## src/rtl/core/efr_pkg.sv

```systemverilog
// ----------------------------------------------------------------------------
// efr_pkg: shared types and constants for the escaped frame receiver
// Register codes, field widths and the command/status bundles that join
// the controller and the datapath.
// ----------------------------------------------------------------------------
`timescale 1ns / 1ps
`default_nettype none

package efr_pkg;

  // Payload store depth and field widths
  localparam int PAYLOAD_DEPTH = 64;
  localparam int ADDR_W        = 6;   // byte_index width
  localparam int CNT_W         = 7;   // byte count / frame_length width
  localparam int BYTE_W        = 8;
  localparam int CFG_IDX_W     = 3;

  // Configuration register indexes
  typedef enum logic [CFG_IDX_W-1:0] {
    REG_START_CODE  = 3'd0,
    REG_END_CODE    = 3'd1,
    REG_ESCAPE_CODE = 3'd2,
    REG_DEBUG_TYPE  = 3'd3,
    REG_MAX_PAYLOAD = 3'd4
  } cfg_reg_e;

  // Reset values of the configuration registers
  localparam logic [BYTE_W-1:0] START_CODE_RST  = 8'd192;
  localparam logic [BYTE_W-1:0] END_CODE_RST    = 8'd193;
  localparam logic [BYTE_W-1:0] ESCAPE_CODE_RST = 8'd125;
  localparam logic [BYTE_W-1:0] DEBUG_TYPE_RST  = 8'd0;
  localparam logic [CNT_W-1:0]  MAX_PAYLOAD_RST = 7'd64;

  // Controller -> datapath commands (each valid for one cycle)
  typedef struct packed {
    logic store;        // keep the received byte if capacity allows
    logic set_type;     // received byte is the frame type
    logic clear_count;  // restart payload
    logic close_frame;  // latch frame info for readout, clear count
    logic rd_issue;     // read payload store at the readout index
    logic rd_advance;   // step the readout index
  } efr_cmd_t;

  // Datapath -> controller status
  typedef struct packed {
    logic esc_hit;      // received byte matches escape_code
    logic start_hit;    // received byte matches start_code
    logic end_hit;      // received byte matches end_code
    logic count_zero;   // no payload kept in the current frame
    logic last_beat;    // readout index is the final payload byte
  } efr_status_t;

endpackage

`default_nettype wire

```

## src/rtl/core/efr_rx_if.sv

```systemverilog
// ----------------------------------------------------------------------------
// efr_rx_if: received byte channel
// One byte per beat, valid/ready handshake.
// ----------------------------------------------------------------------------
`timescale 1ns / 1ps
`default_nettype none

interface efr_rx_if;
  logic       valid;
  logic       ready;
  logic [7:0] rx_byte;

  modport source (output valid, output rx_byte, input ready);
  modport sink   (input valid, input rx_byte, output ready);
endinterface

`default_nettype wire

```

## src/rtl/core/efr_frame_if.sv

```systemverilog
// ----------------------------------------------------------------------------
// efr_frame_if: deframed payload channel
// One payload byte with its frame information per beat.
// ----------------------------------------------------------------------------
`timescale 1ns / 1ps
`default_nettype none

interface efr_frame_if;
  logic       valid;
  logic       ready;
  logic [7:0] frame_type;
  logic [7:0] data_byte;
  logic       byte_valid;
  logic [5:0] byte_index;
  logic [6:0] frame_length;
  logic       is_debug;
  logic       last;

  modport source (output valid, output frame_type, output data_byte, output byte_valid,
                  output byte_index, output frame_length, output is_debug, output last,
                  input ready);
  modport sink   (input valid, input frame_type, input data_byte, input byte_valid,
                  input byte_index, input frame_length, input is_debug, input last,
                  output ready);
endinterface

`default_nettype wire

```

## src/rtl/core/efr_cfg_if.sv

```systemverilog
// ----------------------------------------------------------------------------
// efr_cfg_if: configuration write channel
// Register index and write data, valid/ready handshake.
// ----------------------------------------------------------------------------
`timescale 1ns / 1ps
`default_nettype none

interface efr_cfg_if;
  logic       valid;
  logic       ready;
  logic [2:0] index;
  logic [7:0] data;

  modport source (output valid, output index, output data, input ready);
  modport sink   (input valid, input index, input data, output ready);
endinterface

`default_nettype wire

```

## src/rtl/core/efr_datapath.sv

```systemverilog
// ----------------------------------------------------------------------------
// efr_datapath: configuration, payload store and readout registers
// Compares received bytes against the codes, keeps payload bytes up to the
// frame capacity and walks the store on readout.
// ----------------------------------------------------------------------------
`timescale 1ns / 1ps
`default_nettype none

module efr_datapath
  import efr_pkg::*;
(
  input  wire logic              clk,
  input  wire logic              rst,
  // config writes
  input  wire logic              cfg_we,
  input  wire logic [CFG_IDX_W-1:0] cfg_index,
  input  wire logic [BYTE_W-1:0] cfg_data,
  // received byte
  input  wire logic [BYTE_W-1:0] rx_byte,
  // control
  input  wire efr_cmd_t          cmd,
  output efr_status_t            status,
  // result payload
  output logic [BYTE_W-1:0]      frame_type,
  output logic [BYTE_W-1:0]      data_byte,
  output logic                   byte_valid,
  output logic [ADDR_W-1:0]      byte_index,
  output logic [CNT_W-1:0]       frame_length,
  output logic                   is_debug
);

  // Configuration registers
  logic [BYTE_W-1:0] start_code;
  logic [BYTE_W-1:0] end_code;
  logic [BYTE_W-1:0] escape_code;
  logic [BYTE_W-1:0] debug_type;
  logic [CNT_W-1:0]  max_payload;

  // Frame state
  logic [BYTE_W-1:0] current_type;
  logic [CNT_W-1:0]  byte_count;

  // Readout registers
  logic [BYTE_W-1:0] out_type;
  logic [CNT_W-1:0]  out_len;
  logic              out_dbg;
  logic [ADDR_W-1:0] rd_idx;
  logic [BYTE_W-1:0] rd_data;

  logic [BYTE_W-1:0] payload_mem [PAYLOAD_DEPTH];

  logic [CNT_W-1:0]  cap_limit;
  logic [CNT_W-1:0]  capacity;
  logic              can_store;
  logic [CNT_W-1:0]  rd_pos;

  // Config register writes
  always_ff @(posedge clk) begin
    if (rst) begin
      start_code  <= START_CODE_RST;
      end_code    <= END_CODE_RST;
      escape_code <= ESCAPE_CODE_RST;
      debug_type  <= DEBUG_TYPE_RST;
      max_payload <= MAX_PAYLOAD_RST;
    end else if (cfg_we) begin
      unique case (cfg_index)
        REG_START_CODE:  start_code  <= cfg_data;
        REG_END_CODE:    end_code    <= cfg_data;
        REG_ESCAPE_CODE: escape_code <= cfg_data;
        REG_DEBUG_TYPE:  debug_type  <= cfg_data;
        REG_MAX_PAYLOAD: max_payload <= cfg_data[CNT_W-1:0];
        default: ;  // unused indexes are ignored
      endcase
    end
  end

  // Capacity: full store for the debug type, else max_payload clamped
  always_comb begin
    cap_limit = (max_payload > CNT_W'(PAYLOAD_DEPTH)) ? CNT_W'(PAYLOAD_DEPTH) : max_payload;
    capacity  = (current_type == debug_type) ? CNT_W'(PAYLOAD_DEPTH) : cap_limit;
    can_store = byte_count < capacity;
  end

  // Frame type and byte count
  always_ff @(posedge clk) begin
    if (rst) begin
      current_type <= '0;
      byte_count   <= '0;
    end else begin
      if (cmd.set_type) begin
        current_type <= rx_byte;
      end
      if (cmd.clear_count || cmd.close_frame) begin
        byte_count <= '0;
      end else if (cmd.store && can_store) begin
        byte_count <= byte_count + CNT_W'(1);
      end
    end
  end

  // Payload store: one write port, one registered read port
  always_ff @(posedge clk) begin
    if (cmd.store && can_store) begin
      payload_mem[byte_count[ADDR_W-1:0]] <= rx_byte;
    end
  end

  always_ff @(posedge clk) begin
    if (cmd.rd_issue) begin
      rd_data <= payload_mem[rd_idx];
    end
  end

  // Frame info latched at END, readout index
  always_ff @(posedge clk) begin
    if (cmd.close_frame) begin
      out_type <= current_type;
      out_len  <= byte_count;
      out_dbg  <= (current_type == debug_type);
    end
  end

  always_ff @(posedge clk) begin
    if (rst) begin
      rd_idx <= '0;
    end else if (cmd.close_frame) begin
      rd_idx <= '0;
    end else if (cmd.rd_advance) begin
      rd_idx <= rd_idx + ADDR_W'(1);
    end
  end

  assign rd_pos = {1'b0, rd_idx} + CNT_W'(1);

  // Status back to the controller
  always_comb begin
    status.esc_hit    = (rx_byte == escape_code);
    status.start_hit  = (rx_byte == start_code);
    status.end_hit    = (rx_byte == end_code);
    status.count_zero = (byte_count == '0);
    status.last_beat  = (rd_pos >= out_len);
  end

  // Result fields
  always_comb begin
    frame_type   = out_type;
    byte_valid   = (out_len != '0);
    data_byte    = byte_valid ? rd_data : '0;
    byte_index   = rd_idx;
    frame_length = out_len;
    is_debug     = out_dbg;
  end

endmodule

`default_nettype wire

```

## src/rtl/core/efr_ctrl.sv

```systemverilog
// ----------------------------------------------------------------------------
// efr_ctrl: deframing controller
// Tracks frame/escape/type flags per received byte and sequences the
// payload readout at END.
// ----------------------------------------------------------------------------
`timescale 1ns / 1ps
`default_nettype none

module efr_ctrl
  import efr_pkg::*;
(
  input  wire logic        clk,
  input  wire logic        rst,
  input  wire logic        in_valid,
  output logic             in_ready,
  output logic             out_valid,
  input  wire logic        out_ready,
  input  wire efr_status_t status,
  output efr_cmd_t         cmd
);

  typedef enum logic [2:0] {
    S_IDLE = 3'b001,
    S_READ = 3'b010,
    S_SEND = 3'b100
  } state_t;

  state_t state, state_next;

  logic in_frame, in_frame_next;
  logic awaiting_type, awaiting_type_next;
  logic escape_pending, escape_pending_next;
  logic in_beat;
  logic out_beat;

  assign in_ready  = (state == S_IDLE);
  assign out_valid = (state == S_SEND);
  assign in_beat   = in_valid && in_ready;
  assign out_beat  = out_valid && out_ready;

  // Byte decode and readout sequencing
  always_comb begin
    state_next          = state;
    in_frame_next       = in_frame;
    awaiting_type_next  = awaiting_type;
    escape_pending_next = escape_pending;
    cmd                 = '0;

    unique case (state)
      S_IDLE: begin
        if (in_beat) begin
          priority if (escape_pending) begin
            escape_pending_next = 1'b0;
            cmd.store           = in_frame;
          end else if (status.esc_hit) begin
            escape_pending_next = 1'b1;
          end else if (status.start_hit) begin
            in_frame_next      = 1'b1;
            awaiting_type_next = 1'b1;
            cmd.clear_count    = 1'b1;
          end else if (status.end_hit) begin
            // END outside a frame is dropped
            if (in_frame) begin
              in_frame_next      = 1'b0;
              awaiting_type_next = 1'b0;
              cmd.close_frame    = 1'b1;
              state_next         = status.count_zero ? S_SEND : S_READ;
            end
          end else if (awaiting_type) begin
            awaiting_type_next = 1'b0;
            cmd.set_type       = 1'b1;
          end else begin
            cmd.store = in_frame;
          end
        end
      end
      S_READ: begin
        cmd.rd_issue = 1'b1;
        state_next   = S_SEND;
      end
      S_SEND: begin
        if (out_beat) begin
          if (status.last_beat) begin
            state_next = S_IDLE;
          end else begin
            cmd.rd_advance = 1'b1;
            state_next     = S_READ;
          end
        end
      end
      default: state_next = S_IDLE;
    endcase
  end

  always_ff @(posedge clk) begin
    if (rst) begin
      state          <= S_IDLE;
      in_frame       <= 1'b0;
      awaiting_type  <= 1'b0;
      escape_pending <= 1'b0;
    end else begin
      state          <= state_next;
      in_frame       <= in_frame_next;
      awaiting_type  <= awaiting_type_next;
      escape_pending <= escape_pending_next;
    end
  end

endmodule

`default_nettype wire

```

## src/rtl/core/escaped_frame_receiver.sv

```systemverilog
// ----------------------------------------------------------------------------
// escaped_frame_receiver: byte-stuffed frame deframer with a type byte
// Recovers START/type/payload/END frames with escaping and emits the kept
// payload one byte per beat with frame type, length and debug flag.
//
//   port   dir   beat carries
//   rx     in    rx_byte
//   frame  out   frame_type, data_byte, byte_valid, byte_index,
//                frame_length, is_debug, last
//   cfg    in    index, data (register write)
//
// A byte that closes no frame is taken at once. END of a frame with kept
// bytes reads them out, a store read then a result beat for each; an empty
// frame gets a single result beat. The single read port of the payload
// store sets that. rx is not taken during the readout. A result waits in
// place while frame.ready is low. Reset restores the register defaults and
// clears the frame flags; the payload store needs no clearing pass.
// ----------------------------------------------------------------------------
`timescale 1ns / 1ps
`default_nettype none

module escaped_frame_receiver
  import efr_pkg::*;
(
  input  wire logic   clk,
  input  wire logic   rst,
  efr_rx_if.sink      rx,
  efr_frame_if.source frame,
  efr_cfg_if.sink     cfg
);

  efr_cmd_t    cmd;
  efr_status_t status;

  // Config port is always ready
  assign cfg.ready = 1'b1;

  efr_ctrl u_ctrl (
    .clk       (clk),
    .rst       (rst),
    .in_valid  (rx.valid),
    .in_ready  (rx.ready),
    .out_valid (frame.valid),
    .out_ready (frame.ready),
    .status    (status),
    .cmd       (cmd)
  );

  efr_datapath u_dp (
    .clk          (clk),
    .rst          (rst),
    .cfg_we       (cfg.valid),
    .cfg_index    (cfg.index),
    .cfg_data     (cfg.data),
    .rx_byte      (rx.rx_byte),
    .cmd          (cmd),
    .status       (status),
    .frame_type   (frame.frame_type),
    .data_byte    (frame.data_byte),
    .byte_valid   (frame.byte_valid),
    .byte_index   (frame.byte_index),
    .frame_length (frame.frame_length),
    .is_debug     (frame.is_debug)
  );

  assign frame.last = status.last_beat;

endmodule

`default_nettype wire

```

## src/flat_wrapper.sv

```systemverilog
// flat-port wrapper written by rule: the top's interface ports become plain ports
module escaped_frame_receiver_flat import efr_pkg::*;
  (clk, rst, rx_valid, rx_rx_byte, rx_ready, frame_valid, frame_frame_type, frame_data_byte, frame_byte_valid, frame_byte_index, frame_frame_length, frame_is_debug, frame_last, frame_ready, cfg_valid, cfg_index, cfg_data, cfg_ready);
  efr_rx_if rx_i ();
  efr_frame_if frame_i ();
  efr_cfg_if cfg_i ();
  input  wire logic clk;
  input  wire logic rst;
  input wire logic [$bits(rx_i.valid)-1:0] rx_valid;
  input wire logic [$bits(rx_i.rx_byte)-1:0] rx_rx_byte;
  output wire logic [$bits(rx_i.ready)-1:0] rx_ready;
  output wire logic [$bits(frame_i.valid)-1:0] frame_valid;
  output wire logic [$bits(frame_i.frame_type)-1:0] frame_frame_type;
  output wire logic [$bits(frame_i.data_byte)-1:0] frame_data_byte;
  output wire logic [$bits(frame_i.byte_valid)-1:0] frame_byte_valid;
  output wire logic [$bits(frame_i.byte_index)-1:0] frame_byte_index;
  output wire logic [$bits(frame_i.frame_length)-1:0] frame_frame_length;
  output wire logic [$bits(frame_i.is_debug)-1:0] frame_is_debug;
  output wire logic [$bits(frame_i.last)-1:0] frame_last;
  input wire logic [$bits(frame_i.ready)-1:0] frame_ready;
  input wire logic [$bits(cfg_i.valid)-1:0] cfg_valid;
  input wire logic [$bits(cfg_i.index)-1:0] cfg_index;
  input wire logic [$bits(cfg_i.data)-1:0] cfg_data;
  output wire logic [$bits(cfg_i.ready)-1:0] cfg_ready;
  assign rx_i.valid = rx_valid;
  assign rx_i.rx_byte = rx_rx_byte;
  assign rx_ready = rx_i.ready;
  assign frame_valid = frame_i.valid;
  assign frame_frame_type = frame_i.frame_type;
  assign frame_data_byte = frame_i.data_byte;
  assign frame_byte_valid = frame_i.byte_valid;
  assign frame_byte_index = frame_i.byte_index;
  assign frame_frame_length = frame_i.frame_length;
  assign frame_is_debug = frame_i.is_debug;
  assign frame_last = frame_i.last;
  assign frame_i.ready = frame_ready;
  assign cfg_i.valid = cfg_valid;
  assign cfg_i.index = cfg_index;
  assign cfg_i.data = cfg_data;
  assign cfg_ready = cfg_i.ready;
  escaped_frame_receiver u_core (.clk(clk), .rst(rst), .rx(rx_i), .frame(frame_i), .cfg(cfg_i));
endmodule
```

## config.mk

```make
export PLATFORM = sky130hd
export DESIGN_NAME = escaped_frame_receiver_flat
export DESIGN_NICKNAME = d
export VERILOG_FILES = /design/src/rtl/core/efr_pkg.sv /design/src/rtl/core/efr_rx_if.sv /design/src/rtl/core/efr_frame_if.sv /design/src/rtl/core/efr_cfg_if.sv /design/src/rtl/core/efr_datapath.sv /design/src/rtl/core/efr_ctrl.sv /design/src/rtl/core/escaped_frame_receiver.sv /design/src/flat_wrapper.sv
export SDC_FILE = /design/constraint.sdc
export NUM_CORES = 1
export LEC_CHECK = 0
export BUFFER_PORTS_ARGS = -buffer_cell sky130_fd_sc_hd__buf_2
export CORE_MARGIN = 2
export CORE_UTILIZATION = 25
export DETAILED_ROUTE_END_ITERATION = 8
export GPL_TIMING_DRIVEN = 0
export HOLD_SLACK_MARGIN = 0.06
export PLACE_DENSITY_LB_ADDON = 0.1
export SETUP_SLACK_MARGIN = 0.02
export SLEW_MARGIN = 20
export SYNTH_ARGS = -nofsm -noshare
export SYNTH_HDL_FRONTEND = slang
export SYNTH_SLANG_ARGS = --single-unit
```

## constraint.sdc

```tcl
create_clock -name clk -period 3.8 [get_ports clk]
set_input_delay 0.38 -clock clk [delete_from_list [all_inputs] [get_ports clk]]
set_output_delay 0.38 -clock clk [all_outputs]
set_load 0.1 [all_outputs]
```

=== Yosys cells after proc, flatten, opt, wreduce, memory -nomap -nowiden ===
Memory sizes are Yosys's and may differ from the RTL's. A register that Yosys moved wholly into a read port is not among the register bits.
Index checks and enable logic that the tools add are counted.

* Add/subtract/negate cells: 3
* Magnitude comparators: 3
* Equality and inequality tests: 19
* Mux-type cells: 39
* Bitwise logic cells: 2
* Reductions and logical operators: 19

{| class="wikitable"
|+ Operators by type and width
! kind !! count
|-
| == test 8 bit || 4
|-
| two-way mux 3 bit || 9
|-
| two-way mux 1 bit || 20
|-
| two-way mux 7 bit || 2
|-
| two-way mux 4 bit || 3
|-
| AND reduction 2 bit || 6
|-
| AND reduction 5 bit || 2
|-
| == test 3 x 2 -> 1 bit, second input constant || 3
|-
| one-hot mux 3 bit (3 select lines) || 1
|-
| two-way mux 8 bit || 1
|-
| inequality test 2 x 1 -> 1 bit, second input constant || 4
|-
| adder 6 x 1 -> 7 bit, second input constant || 1
|-
| adder 7 x 1 -> 7 bit, second input constant || 1
|-
| greater-or-equal comparator 7 bit || 1
|-
| > comparator 7 bit, second input constant || 1
|-
| zero test 7 bit || 1
|-
| less-than comparator 7 bit || 1
|-
| AND reduction 7 bit || 1
|-
| nonzero test 7 bit || 1
|-
| adder 6 x 1 -> 6 bit, second input constant || 1
|-
| == test 3 x 1 -> 1 bit, second input constant || 2
|-
| == test 3 bit, second input constant || 2
|-
| two-way mux 2 bit || 3
|-
| inequality test 2 bit, second input constant || 3
|-
| 7 further kinds || 11
|}

* Flip-flop bits (word level): 82
* Memory bits (writable): 512
* Bits of input ports: 24
* Output and inout bits: 35
* Word-level logic and storage cells: 101
* Memories kept: 1

{| class="wikitable"
|+ Memories
! name !! words !! width !! rd ports !! clocked after Yosys merged registers in !! wr ports !! line !! text
|-
| u_core.u_dp.payload_mem || 64 || 8 || 1 || 1 || 1 || efr_datapath.sv:50 || <nowiki>logic [BYTE_W-1:0] payload_mem [PAYLOAD_DEPTH];</nowiki>
|}

=== Longest topological paths before layout ===
Gate-level depths: netlist (run 1).

* Depth in word-level cells: 10
* Depth in mapped cells: 14

=== Cells and area by module ===
A second synthesis (run 1) with hierarchy kept.

* Cell total of the unflattened synthesis: 1330
* Area total of the unflattened synthesis: 24078.1 um2

{| class="wikitable"
|+ By module, submodules not included
! module !! times used !! cells each !! area each (um2)
|-
| efr_datapath || 1 || 1277 || 23674.0
|-
| efr_ctrl || 1 || 51 || 392.9
|-
| escaped_frame_receiver || 1 || 2 || 11.3
|}

=== Worst setup path after synthesis (run 1) ===
Ideal clock, no wire load.

* Kind: reg2out
* Start point: reg u_core.u_dp.rd_idx[0], in the netlist u_core.u_dp.byte_index[0]
* End point: out frame_last
* Data arrival time: 4325 ps
* Data required time: 3420 ps
* Slack: -905 ps
* Stages on the path, launching flop included: 13
* Path through: dfxtp_1 -> buf_6 -> buf_4 -> buf_4 -> buf_4 -> nand3_1 -> inv_1 -> nand3_1 -> xnor2_1 -> ha_1 -> and3_1 -> o21ai_0 -> o21bai_1

* Cells in the longest elaborated chain, start to end: 2

{| class="wikitable"
|+ Ends and longest elaborated chain
! what !! line !! text
|-
| start: declaration || efr_datapath.sv:47 || <nowiki>logic [ADDR_W-1:0] rd_idx;</nowiki>
|-
| start signal: assignment || efr_datapath.sv:129 || <nowiki>rd_idx <= rd_idx + ADDR_W'(1);</nowiki>
|-
| adder 6 x 1 -> 7 bit || efr_datapath.sv:133 || <nowiki>assign rd_pos = {1'b0, rd_idx} + CNT_W'(1);</nowiki>
|-
| via u_core.u_dp.rd_pos[5] || efr_datapath.sv:55 || <nowiki>logic [CNT_W-1:0] rd_pos;</nowiki>
|-
| greater-or-equal comparator 7 bit || efr_datapath.sv:141 || <nowiki>status.last_beat = (rd_pos >= out_len);</nowiki>
|-
| end: declaration || flat_wrapper.sv:19 || <nowiki>output wire logic [$bits(frame_i.last)-1:0] frame_last;</nowiki>
|}

The timed path passes the listed nets, and every way through them passes these cells.

=== Worst setup path after layout (run 1) ===
* Start point: reg u_core.u_dp.rd_idx[2], in the netlist u_core.u_dp.byte_index[2]
* End point: out frame_last

The elaborated chain is that of the path after synthesis.

==> results.sh, run 1 <==
export IMPL_path_max_fanout=10
export IMPL_rows=113
export IMPL_yosysSeqAreaShare=0.722
export IMPL_grt_max_degree=69
export IMPL_drc=0
export IMPL_worst_setup_path_end_kind="output port"
export IMPL_layout_min_cycle_time_ns=3.65
export IMPL_max_cap_violations=0
export IMPL_grt_usage=0.145
export IMPL_cp_arrival_ns=3.27
export IMPL_synth_ff_type="edfxtp_1"
export IMPL_placed_area_um2=26200
export IMPL_dp_slack_ns=-1.61
export IMPL_cts_hold_buffers_added=0
export IMPL_drtPass1Iterations=5
export IMPL_drt_wl_total_mm=71.6
export IMPL_critPathRequiredTime_ns=3.42
export IMPL_synth_cell_types=54
export IMPL_syn_instance_count=1343
export IMPL_grt_pass1_vias=13236
export IMPL_p_per_area_nw_per_um2=482
export IMPL_drive_above_1_share=0.296
export IMPL_cts_made_buffers=72
export IMPL_grt_pass1_wl_mm=101
export IMPL_die_area_um2=99000
export IMPL_die_h_um=315
export IMPL_cts_buffer_depth=3
export IMPL_root_buffer="clkbuf_16"
export IMPL_synth_edf_count=536
export IMPL_syn_area_um2=24100
export IMPL_final_area_um2=29400
export IMPL_drt_initial_drc_count=950
export IMPL_layout_common_cells="edfxtp_1, mux4_2, nand2_1"
export IMPL_gr_total_overflow=0
export IMPL_via_per_inst=4.51
export IMPL_start_util=0.253
export IMPL_worstSetupPathType="register to output port"
export IMPL_max_slew_margin_rel=0.232
export IMPL_design_core_area_um2=95300
export IMPL_layout_cells_most_common="edfxtp_1"
export IMPL_antenna_found_initial=5
export IMPL_diodes=0
export IMPL_cp_slowest_stage_delay_ns=0.38
export IMPL_cp_slowest_cell="dfxtp_2"
export IMPL_fmax_ghz=0.274
export IMPL_fp_dieW_um=315
export IMPL_dp_hpwl_mm=46.7
export IMPL_cts_tree="built"
export IMPL_synth_avg_cell_area_um2=18.0
export IMPL_antenna_left=0
export IMPL_dr_total_vias=12773
export IMPL_wl_per_cell_um=25.3
export IMPL_io_pins=59
export IMPL_fin_skew_ns=0.0203
export IMPL_vdd_ir_drop_max_mv=0.294
export IMPL_grt_setup_unrepaired="no"
export IMPL_syn2layout_area_growth_pct=22.0
export IMPL_ys_ff_latch=602
export IMPL_finalWorstSetupSlack_ns=0.152
export IMPL_hp_class="primary input to register"
export IMPL_clock_sinks=602
export IMPL_drv_slew=0
export IMPL_async_flop_share=0
export IMPL_clkTransAtPathRegs_ns=0.06
export IMPL_setup_viol=0
export IMPL_period_share=0.960
export IMPL_yosysWarnings=0
export IMPL_nets=1558
export IMPL_synth_net_count=1383
export IMPL_cts_max_level=3
export IMPL_gp_congestion=0.772
export IMPL_finalHoldViolations=0
export IMPL_leakage_nw=9.13
export IMPL_worstMarginPinSlew_ns=1.15
export IMPL_numPortBuffers=56
export IMPL_clock_latency_ns=0.61
export IMPL_start_kind="register"
export IMPL_path_cells="buf_8 > buf_8 > clkbuf_8 > nand3_1 > xnor2_1 > ha_1 > a21o_1 > a21o_1 > a211oi_4 > o21bai_4 > buf_6"
export IMPL_status="completed"
## critical path: cells and delay by family, from the launching register on
| family | cells | cell delay [ns] |
|---|---|---|
| fa+ha+maj | 1 | 0.27 |
| flops | 1 | 0.38 |
| simple gates | 1 | 0.16 |
| buf+inv | 4 | 0.82 |
| compound gates | 4 | 0.77 |
| xor+xnor | 1 | 0.23 |
## layout make-up
class | count | area (µm²)
Buffer | 70 | 484
Multi-Input combinational cell | 652 | 6740
Timing Repair Buffer | 103 | 873
Clock buffer | 86 | 1920
Sequential cell | 602 | 17400
Fill cell | 9399 | 65900
Clock inverter | 39 | 338
Inverter | 17 | 63.8
Tap cell | 1265 | 1580
## registers in the layout (all words and copies together) (netlist names), 8 cells and up
name,count
u_core.u_dp.start_code,8
u_core.u_dp.escape_code,8
u_core.u_dp.payload_mem,512
u_core.u_dp.end_code,8
u_core.u_dp.rd_data,8
u_core.u_dp.frame_type,8
u_core.u_dp.debug_type,8
u_core.u_dp.current_type,8
## kinds of logic after synthesis
kind of cell,count (synthesis),synth area share
flip-flops,602,0.722
AND/OR/NAND/NOR,318,0.0613
multiplexers,182,0.150
AO/OA/AOI/OAI,98,0.0272
buffers and inverters,89,0.0173
XOR/XNOR,37,0.0134
adder cells (fa/ha/maj),16,0.00830
other,1,0.000155
## cell usage after synthesis, types with 15 or more instances
master	n	area share
ha_1	16	0.0083
a21oi_1	31	0.0064
edfxtp_1	536	0.67
clkbuf_1	32	0.0050
buf_2	15	0.0031
mux2i_1	38	0.016
and2_1	18	0.0047
a211oi_1	18	0.0056
dfxtp_1	66	0.055
nor2_1	102	0.016
xnor2_1	33	0.012
nand2_1	105	0.016
mux4_2	143	0.13
inv_1	17	0.0026
nand4_1	23	0.0060
## per-stage QoR
stage	hold slack (ns)	total power, mW	TNS (ns)	util	std cells
floorplan	0.435	7.45	0	-	1343
global placement	0.458	7.62	-823.46	0.273	2664
detailed placement	0.463	7.65	-679.02	0.275	2672
CTS	0.0604	14.4	0	0.307	2826
global route	0.0808	14.7	0	0.309	2834
finish	0.0962	14.2	0	0.309	2834
## path summary, 6_finish.rpt
path / start / to / slack, ns / cells past startpoint
max reg2reg: u_core.u_dp.current_type[1]$_SDFFE_PP0P_ / u_core.u_dp.payload_mem[52][4]$_DFFE_PP_ / 0.19 / 15
min: cfg_data[7] / u_core.u_dp.escape_code[7]$_SDFFE_PP0P_ / 0.1 / 3
max: u_core.u_dp.byte_index[2]$_SDFFE_PP0P_ / frame_last / 0.15 / 11
min reg2reg: u_core.u_dp.current_type[2]$_SDFFE_PP0P_ / u_core.u_dp.frame_type[2]$_DFFE_PP_ / 0.47 / 0
## where the power goes
part	total (mW)	internal (mW)	switching [mW]
clock network	6.69	3.99	2.70
registers	7.21	7.20	0.00827
logic	0.286	0.0760	0.210
total	14.2	11.3	2.92
## repair_timing
item                       CTS  global route
resized for setup          138            25
hold endpoints to repair     0             0
setup endpoints to repair  526           517
pin swaps                   18             4
setup buffers               31             8
## metal layers
layer / vias to the layer above / GRT usage / wire, µm
met5: - / 0 / 0
li1: 5682 / - / -
met1: 6709 / 0.199 / 32800
met3: 88 / 0.0242 / 2980
met2: 294 / 0.238 / 34400
met4: 0 / 0.0420 / 1460
(Power assumes the default switching activity.)
==> inputs of run 2 (changes only) <==
- clock period: 3.8 -> 4.13 ns (I/O delays scaled with it)
==> run 2 against run 1 <==
Compared with the run above: combinational power down 7.7%; cell area down 1.1%; first-iteration DRC count increased by 1.6%; routed wire length up 1.2%; critical endpoint unchanged; highest routed layer unchanged.
==> results.sh, run 2 (same netlist as run 1, synthesis figures left out) <==
export IMPL_finalWorstSetupSlack_ns=0.130
export IMPL_leakage_nw=8.97
export IMPL_setup_viol=0
export IMPL_syn2layout_area_growth_pct=20.6
export IMPL_grt_pass1_vias=13577
export IMPL_worst_setup_path_end_kind="output port"
export IMPL_io_pins=59
export IMPL_dr_total_vias=12780
export IMPL_status="completed"
export IMPL_max_cap_violations=0
export IMPL_dp_hpwl_mm=47.6
export IMPL_clock_sinks=602
export IMPL_max_slew_margin_rel=0.195
export IMPL_die_area_um2=99000
export IMPL_hp_class="primary input to register"
export IMPL_critPathRequiredTime_ns=3.72
export IMPL_grt_pass1_wl_mm=103
export IMPL_p_per_area_nw_per_um2=444
export IMPL_cp_arrival_ns=3.59
export IMPL_cts_buffer_depth=3
export IMPL_antenna_found_initial=6
export IMPL_holdWs_ns=0.126
export IMPL_layout_min_cycle_time_ns=4.00
export IMPL_fp_dieW_um=315
export IMPL_grt_usage=0.148
export IMPL_nets=1540
export IMPL_drv_slew=0
export IMPL_period_share=0.969
export IMPL_via_per_inst=4.54
export IMPL_layout_common_cells="edfxtp_1, mux4_2, nand2_1"
export IMPL_start_util=0.253
export IMPL_dp_cells=2673
export IMPL_cts_tree="built"
export IMPL_gr_total_overflow=0
export IMPL_vdd_ir_drop_max_mv=0.258
export IMPL_start_kind="register"
export IMPL_path_max_fanout=10
export IMPL_design_core_area_um2=95300
export IMPL_die_h_um=315
export IMPL_dp_slack_ns=-1.51
export IMPL_numPortBuffers=56
export IMPL_fin_skew_ns=0.0189
export IMPL_worstSetupPathType="register to output port"
export IMPL_antenna_left=0
export IMPL_drc=0
export IMPL_final_cells=2815
export IMPL_diodes=0
export IMPL_worstMarginPinSlew_ns=1.21
export IMPL_layout_cells_most_common="edfxtp_1"
export IMPL_root_buffer="clkbuf_16"
export IMPL_final_area_um2=29100
export IMPL_drive_above_1_share=0.283
export IMPL_drtPass1Iterations=5
export IMPL_cts_made_buffers=71
export IMPL_placed_area_um2=26200
export IMPL_rows=113
export IMPL_clock_latency_ns=0.61
export IMPL_largest_register_ffs=512
export IMPL_finalHoldViolations=0
export IMPL_finalPower_mw=12.9
export IMPL_drt_wl_total_mm=72.5
export IMPL_cts_max_level=3
export IMPL_drt_initial_drc_count=965
export IMPL_fmax_ghz=0.250
export IMPL_gp_congestion=0.760
export IMPL_grt_max_degree=69
export IMPL_clkTransAtPathRegs_ns=0.06
export IMPL_grt_setup_unrepaired="yes"
export IMPL_wl_per_cell_um=25.7
run 2: cell types whose count changed in the layout (fill, tap and decap cells not counted), moves of 3 or more:
cell       change
clkinv_1       -5
dfxtp_2        -4
buf_6          -4
clkinv_2       -3
nor2_2         +5
clkbuf_16      -3
dfxtp_1        +5
nor2_4         -7
buf_4          -9
run 2: worst max-delay path: stages (launching register included):
cell and delay (ns):
dfxtp_1 0.34, clkbuf_2 0.39, buf_2 0.40, clkbuf_4 0.36
xnor2_1 0.18, ha_1 0.27, a21o_1 0.16, a21o_1 0.21
a211oi_4 0.32, o21bai_4 0.10, buf_4 0.23
run 2: worst paths after layout:
kind,to,depth (start not counted),slack (ns),from
min,u_core.u_dp.debug_type[7]$_SDFFE_PP0P_,3,0.13,cfg_data[7]
max,frame_last,10,0.13,u_core.u_dp.byte_index[4]$_SDFFE_PP0P_
min reg2reg,u_core.u_dp.debug_type[7]$_SDFFE_PP0P_,2,0.46,u_core.u_dp.debug_type[7]$_SDFFE_PP0P_
max reg2reg,u_core.u_dp.payload_mem[7][2]$_DFFE_PP_,11,0.24,u_core.u_dp.current_type[2]$_SDFFE_PP0P_
run 2: cell type report:
class | instances | area [µm²]
multi-input combinational | 652 | 6690
inverter | 17 | 63.8
clock inverter | 34 | 314
clock buffer | 89 | 1890
fill | 9482 | 66200
sequential | 602 | 17400
timing repair buffer | 86 | 706
buffer | 70 | 429
tap | 1265 | 1580
run 2: power breakdown:
group          leakage, nW  internal [mW]  switching (mW)
clock network         1.08           3.55            2.48
registers             5.36           6.63         0.00812
logic                 2.53         0.0709           0.193
total                 8.97           10.2            2.68
run 2: timing repair:
| action | CTS | global route |
|---|---|---|
| setup buffers | 18 | 3 |
| pin swaps | 8 | 4 |
| resized for setup | 85 | 56 |
| hold buffers | 0 | 0 |
| setup endpoints to repair | 524 | 397 |
run 2: per-layer routing:
metal  GRT usage  part of all wire  vias to the layer above
met3      0.0273             0.039                       94
met1       0.197              0.45                     6788
li1            -                 -                     5647
met4      0.0430             0.022                        0
met2       0.247              0.49                      251
met5           0                 0                        -
run 2: through the flow:
stage | util | TNS [ns]
6_report | 0.305 | 0
2_1_floorplan | - | 0
4_1_cts | 0.303 | 0
5_1_grt | 0.305 | -0.408
3_5_place_dp | 0.275 | -555.13
3_3_place_gp | 0.273 | -682.67
